===== config.mk =====
export PLATFORM = sky130hd
export DESIGN_NAME = clus_front_flat
export DESIGN_NICKNAME = d
export VERILOG_FILES = /design/src/clus_pkg.sv /design/src/clus_if.sv /design/src/clus_front.sv /design/src/flat_wrapper.sv
export SDC_FILE = /design/constraint.sdc
export NUM_CORES = 1
export LEC_CHECK = 0
export ABC_AREA = 1
export BUFFER_PORTS_ARGS = -buffer_cell sky130_fd_sc_hd__buf_2
export CAP_MARGIN = 40
export CELL_PAD_IN_SITES_DETAIL_PLACEMENT = 0
export CELL_PAD_IN_SITES_GLOBAL_PLACEMENT = 1
export CORE_MARGIN = 1.5
export CORE_UTILIZATION = 46
export CTS_BUF_LIST = sky130_fd_sc_hd__clkbuf_8
export CTS_CLUSTER_SIZE = 25
export DETAILED_ROUTE_END_ITERATION = 10
export PLACE_DENSITY = 0.86
export RECOVER_POWER = 25
export REMOVE_ABC_BUFFERS = 1
export SLEW_MARGIN = 20
export SYNTH_ARGS = -nofsm -noshare
export SYNTH_HDL_FRONTEND = slang
export SYNTH_SLANG_ARGS = --single-unit
export TNS_END_PERCENT = 30

===== constraint.sdc =====
create_clock -name i_clk -period 14.9 [get_ports i_clk]
set_input_delay 1.49 -clock i_clk [delete_from_list [all_inputs] [get_ports i_clk]]
set_output_delay 1.49 -clock i_clk [all_outputs]
set_load 0.01 [all_outputs]

===== src/clus_pkg.sv =====
// Shared types and constants for the unstable log store.
`timescale 1ns / 1ps

package clus_pkg;

    localparam int unsigned QUEUE_DEPTH = 2;
    localparam int unsigned QPTR_W      = $clog2(QUEUE_DEPTH);
    localparam int unsigned QCNT_W      = $clog2(QUEUE_DEPTH + 1);

    typedef enum logic [2:0] {
        OP_APPEND      = 3'd0,
        OP_STABLE      = 3'd1,
        OP_STABLE_SNAP = 3'd2,
        OP_RESTORE     = 3'd3,
        OP_TERM        = 3'd4,
        OP_READ        = 3'd5
    } t_op;

    typedef enum logic [1:0] {
        ST_OK   = 2'd0,
        ST_MISS = 2'd1,
        ST_DROP = 2'd2
    } t_status;

    typedef enum logic {
        S_CALC = 1'b0,
        S_EXEC = 1'b1
    } t_back_state;

    typedef struct packed {
        logic [2:0]  operation;
        logic [63:0] index;
        logic [63:0] term;
        logic [63:0] data;
        logic [63:0] range_end;
    } t_req_word;

    typedef struct packed {
        t_status     status;
        logic [63:0] term_out;
        logic [63:0] data_out;
        logic        has_first;
        logic [63:0] first_out;
        logic        has_last;
        logic [63:0] last_out;
        logic        has_snapshot;
        logic [63:0] snapshot_index_out;
        logic [63:0] snapshot_term_out;
    } t_rsp_word;

    // Decoded command as held in the queue.
    typedef struct packed {
        logic        known;
        t_op         op;
        logic [63:0] index;
        logic [63:0] term;
        logic [63:0] data;
        logic [63:0] range_end;
    } t_cmd;

    typedef struct packed {
        logic valid;
        t_cmd cmd;
    } t_queue_head;

endpackage


===== src/clus_if.sv =====
// Valid/ready channel interfaces for request and response words.
`timescale 1ns / 1ps

interface clus_req_if import clus_pkg::*; ();
    logic      valid;
    logic      ready;
    t_req_word word;

    modport source (output valid, output word, input ready);
    modport sink   (input valid, input word, output ready);
endinterface



===== src/clus_front.sv =====
// Front end: accepts request words, decodes the operation and queues them.
`timescale 1ns / 1ps

module clus_front import clus_pkg::*; (
    input  logic        i_clk,
    input  logic        i_rst_n,
    clus_req_if.sink    i_req,
    output t_queue_head o_head,
    input  logic        i_pop
);

    t_cmd              r_queue [QUEUE_DEPTH];
    logic [QPTR_W-1:0] r_wr_ptr;
    logic [QPTR_W-1:0] r_rd_ptr;
    logic [QCNT_W-1:0] r_count;
    logic              push;
    t_cmd              cmd_in;

    function automatic logic [QPTR_W-1:0] ptr_next(input logic [QPTR_W-1:0] p);
        return (p == QPTR_W'(QUEUE_DEPTH - 1)) ? '0 : p + 1'b1;
    endfunction

    assign i_req.ready = (r_count != QCNT_W'(QUEUE_DEPTH));
    assign push        = i_req.valid && i_req.ready;

    always_comb begin
        cmd_in.known     = (i_req.word.operation <= OP_READ);
        cmd_in.op        = t_op'(i_req.word.operation);
        cmd_in.index     = i_req.word.index;
        cmd_in.term      = i_req.word.term;
        cmd_in.data      = i_req.word.data;
        cmd_in.range_end = i_req.word.range_end;
    end

    assign o_head.valid = (r_count != '0);
    assign o_head.cmd   = r_queue[r_rd_ptr];

    always_ff @(posedge i_clk) begin
        if (!i_rst_n) begin
            r_wr_ptr <= '0;
            r_rd_ptr <= '0;
            r_count  <= '0;
        end else begin
            if (push) begin
                r_wr_ptr <= ptr_next(r_wr_ptr);
            end
            if (i_pop) begin
                r_rd_ptr <= ptr_next(r_rd_ptr);
            end
            if (push && !i_pop) begin
                r_count <= r_count + 1'b1;
            end else if (!push && i_pop) begin
                r_count <= r_count - 1'b1;
            end
        end
    end

    always_ff @(posedge i_clk) begin
        if (push) begin
            r_queue[r_wr_ptr] <= cmd_in;
        end
    end

endmodule


===== src/flat_wrapper.sv =====
// flat-port wrapper written by rule: the top's interface ports become plain ports
module clus_front_flat import clus_pkg::*;
  (i_clk, i_rst_n, o_head, i_pop, i_req_valid, i_req_word, i_req_ready);
  clus_req_if i_req_i ();
  input  logic i_clk;
  input  logic i_rst_n;
  output t_queue_head o_head;
  input  logic i_pop;
  input wire logic [$bits(i_req_i.valid)-1:0] i_req_valid;
  input wire logic [$bits(i_req_i.word)-1:0] i_req_word;
  output wire logic [$bits(i_req_i.ready)-1:0] i_req_ready;
  assign i_req_i.valid = i_req_valid;
  assign i_req_i.word = i_req_word;
  assign i_req_ready = i_req_i.ready;
  clus_front u_core (.i_clk(i_clk), .i_rst_n(i_rst_n), .i_req(i_req_i), .o_head(o_head), .i_pop(i_pop));
endmodule

==> out/summary.md <==
The logs give 0 for the final number of max-transition violations and 3,195 for the fill cell total of the finished layout. In this run the cell area of the synthesized design comes to 0.01982 mm^2. For the effective utilization at floorplan, the log shows 0.4693.

The logs give 0 ns for the setup TNS after final layout and 0.1168 mV for the peak supply drop. The flow ran to the end, and the final reports show no timing, DRC or antenna violations. The library cell with the largest summed area after synthesis is sky130_fd_sc_hd__edfxtp_1.

For the pin with the worst max-slew slack, the measured transition is 1.133 ns. For this design, the CTS-stage hold fixing added 0 buffers. Averaged over all synthesized cells, the footprint is 23.43 um^2. The run gives 0.2444 as the worst-case headroom to the max-slew limit. The logs give 0.7929 for the sequential-to-total area share from yosys stat and 0 for the synthesis warning total.

The tools report the number of iterations in the first detailed-routing pass as 4. Across the routed clock network, the largest skew measured is 0.02419 ns. The port buffer count was 524; the pin count of the biggest net entering global routing was 179.

The clock root buffer was sky130_fd_sc_hd__clkbuf_8. In this run the worst path has a maximum fanout of 49. The clock passes through at most 3 buffers.

The number of core rows came out at 75. Setup violations remaining at the end of the flow were counted as 0. The logs give 0 for the number of hold violations in the final report and 0.04434 mm^2 for the area enclosed by the die boundary.

The run gives 13 as the number of antenna violations at the first check in global routing. The congestion estimate from routability-driven global placement came to 0.8705. For this design the top-level I/O count stands at 525. Via count of the first global-routing pass: 10,690.

The number of cells on the worst reg-to-reg path is 7. The worst register-to-register path begins at u_core.r_count[0]. The minimum clock period is 4.679 ns.

TritonCTS built the clock tree. In this run the worst setup path terminates at o_head[19]. The first global-routing pass estimated 60,880 um of wire. Post-CTS repair changed the size of 0 cells. Setup repair after global routing left no endpoint under its margin. The setup check on the worst reg-to-reg path leaves a slack of 11.90 ns.

Across all layers, the routed design uses 10,100 vias. The run gives 525 as the number of clock sinks seen by CTS. Area share of the largest cell type after synthesis: 0.7879.

Type of the worst min-delay path: register to register. For the clock latency at the later pin of the worst-skew pair, the log shows 0.64 ns. The total routing resource utilization after global routing is 0.1835. In this run the critical register-to-register path is captured at u_core.r_queue[0][147].

Summed over all nets, the half-perimeter wirelength after detailed placement is 28,720 um. The share of cells above drive strength 1 was 0.5683. The CTS buffer count was 85; the total congestion overflow after global routing was 0. The run gives 13.41 ns as the required arrival time at the worst endpoint. Once detail routing completed, the nets flagged for antenna violations numbered 0. The layout-stage area growth over the synthesis result is 23.96%, and the number of vias per cell is 4.911. By startpoint and endpoint, the worst setup path is classified as register to output pin. The timing-limited maximum frequency was 213.7 MHz. The fraction of the cycle the final worst path needs works out to 0.3141.

The type of destination of the critical path was an output pin. After routing the design area is 0.02457 mm^2. The die is 210.6 um tall. The chip width was 210.6 um. Max-cap violations in this run came to 0.

Synthesis produced a netlist whose cell count is 846. In this run the static leakage power is 0.009621 uW. In the routed design, unresolved DRC markers number 0. First-iteration detailed-routing DRC count: 588. Yosys attributes the largest share of cell area to sky130_fd_sc_hd__edfxtp_1 79%, sky130_fd_sc_hd__mux2_4 15%, sky130_fd_sc_hd__mux2_2 3.4%.

The routed design has 42,220 um of wire. After the last flow step, the layout net total stands at 1,703. STA classifies the critical path startpoint as a register.

The wire length per cell is 20.52 um, and the count of distinct cell types in the synthesized netlist is 14. The arrival time at the worst endpoint was 3.19 ns; the CTS H-tree depth was 3. The flip-flop and latch count after synthesis is 525, and the core region area is 0.04223 mm^2. The number of setup buffers added after CTS was 0; the clock-pin slew on the worst setup and hold paths was 0.06 ns. In this run the power density over the cells is 136.4 mW/mm^2. The design draws 3350 uW. For the post-detailed-placement cell area, the log shows 0.02299 mm^2. The worst hold slack is 0.5074 ns.
-- cell families after synthesis --
logic type	after synthesis	share of synthesized area
compound gates	3	0.0007574
fa+ha+maj	1	0.0006312
buf+inv	37	0.01610
flops	525	0.7929
mux	260	0.1856
simple gates	20	0.003977
-- cell usage after synthesis --
| master | instances |
|---|---|
| sky130_fd_sc_hd__nand4_1 | 1 |
| sky130_fd_sc_hd__o21ai_0 | 2 |
| sky130_fd_sc_hd__a21oi_1 | 1 |
| sky130_fd_sc_hd__ha_1 | 1 |
| sky130_fd_sc_hd__nand3_1 | 1 |
| sky130_fd_sc_hd__buf_6 | 23 |
| sky130_fd_sc_hd__mux2_2 | 60 |
| sky130_fd_sc_hd__edfxtp_1 | 520 |
| sky130_fd_sc_hd__nand2_1 | 10 |
| sky130_fd_sc_hd__nor2_1 | 8 |
| sky130_fd_sc_hd__inv_1 | 8 |
| sky130_fd_sc_hd__dfxtp_1 | 5 |
| sky130_fd_sc_hd__buf_2 | 6 |
| sky130_fd_sc_hd__mux2_4 | 200 |
-- how the worst min path moves through the flow --
| stage | from | end | depth (start not counted) |
|---|---|---|---|
| after CTS | u_core.r_rd_ptr | u_core.r_rd_ptr | 2 |
| final | u_core.r_rd_ptr | u_core.r_rd_ptr | 2 |
| after global placement | u_core.r_rd_ptr | u_core.r_rd_ptr | 2 |
| after global routing | u_core.r_rd_ptr | u_core.r_rd_ptr | 2 |
| after floorplan | u_core.r_rd_ptr | register | 2 |
| after detailed placement | u_core.r_rd_ptr | register | 2 |
-- registers in the layout, indices dropped and copies added (netlist names), named ones only --
| name | count |
|---|---|
| u_core.r_queue | 520 |
| u_core.r_count | 2 |
| u_core.r_rd_ptr | 1 |
| u_core.r_wr_ptr | 1 |
-- area by class of cell --
cell class / instances / area [um^2] / area share
well taps: 539 / 674.4 / 0.02745
diodes: 10 / 25.02 / 0.001019
multi-input cells: 284 / 3800 / 0.1547
repair buffers: 535 / 2759 / 0.1123
inverters: 8 / 30.03 / 0.001222
clock buffers: 89 / 1225 / 0.04986
flip-flops and latches: 525 / 15720 / 0.6398
clock inverters: 67 / 336.6 / 0.01370
-- critical path, stage by stage, from the launching register on --
cell and delay, ns:
sky130_fd_sc_hd__dfxtp_4 0.74, sky130_fd_sc_hd__buf_4 0.58, sky130_fd_sc_hd__buf_4 0.33, sky130_fd_sc_hd__buf_16 0.31, sky130_fd_sc_hd__mux2_2 0.38, sky130_fd_sc_hd__buf_2 0.14
-- through the flow --
| stage | setup WS, ns | std cells | util |
|---|---|---|---|
| 6_report | 10.22 | 2057 | 0.5818 |
| 5_1_grt | 10.03 | 2054 | 0.5816 |
| 4_1_cts | 9.902 | 2045 | 0.5814 |
| 3_5_place_dp | 10.64 | 1889 | 0.5444 |
| 3_3_place_gp | 10.73 | 1887 | 0.5431 |
| 2_1_floorplan | 1.664 | 817 | - |
-- per-layer routing --
metal	share of wire	GRT usage	routed length (um)
met5	0.00081	0	34
met4	0.026	0.07882	1114
met3	0.090	0.07464	3786
met2	0.51	0.3070	21360
met1	0.38	0.2077	15920
-- layout by cell type, fill, tap and decap left out, drive strengths merged --
| cell type | Yosys | final |
|---|---|---|
| buf | 29 | 486 |
| inv | 8 | 35 |
| clkbuf | 0 | 138 |
| bufinv | 0 | 1 |
| dfxtp | 5 | 5 |
| nand2 | 10 | 10 |
| a21oi | 1 | 1 |
| nand3 | 1 | 1 |
| nor2 | 8 | 8 |
| nand4 | 1 | 1 |
| mux2 | 260 | 260 |
| clkinvlp | 0 | 1 |
| edfxtp | 520 | 520 |
| diode | 0 | 10 |
| o21ai | 2 | 2 |
| clkinv | 0 | 38 |
| ha | 1 | 1 |
-- report_power, final --
part	switching, uW	internal [uW]	leakage, uW	total (uW)
combinational	222	201	0.00384	424
sequential	36.2	1770	0.00489	1800
clock	546	578	0.000890	1120
total	805	2550	0.00962	3350
No activity file was read; power rests on OpenSTA's default activity.
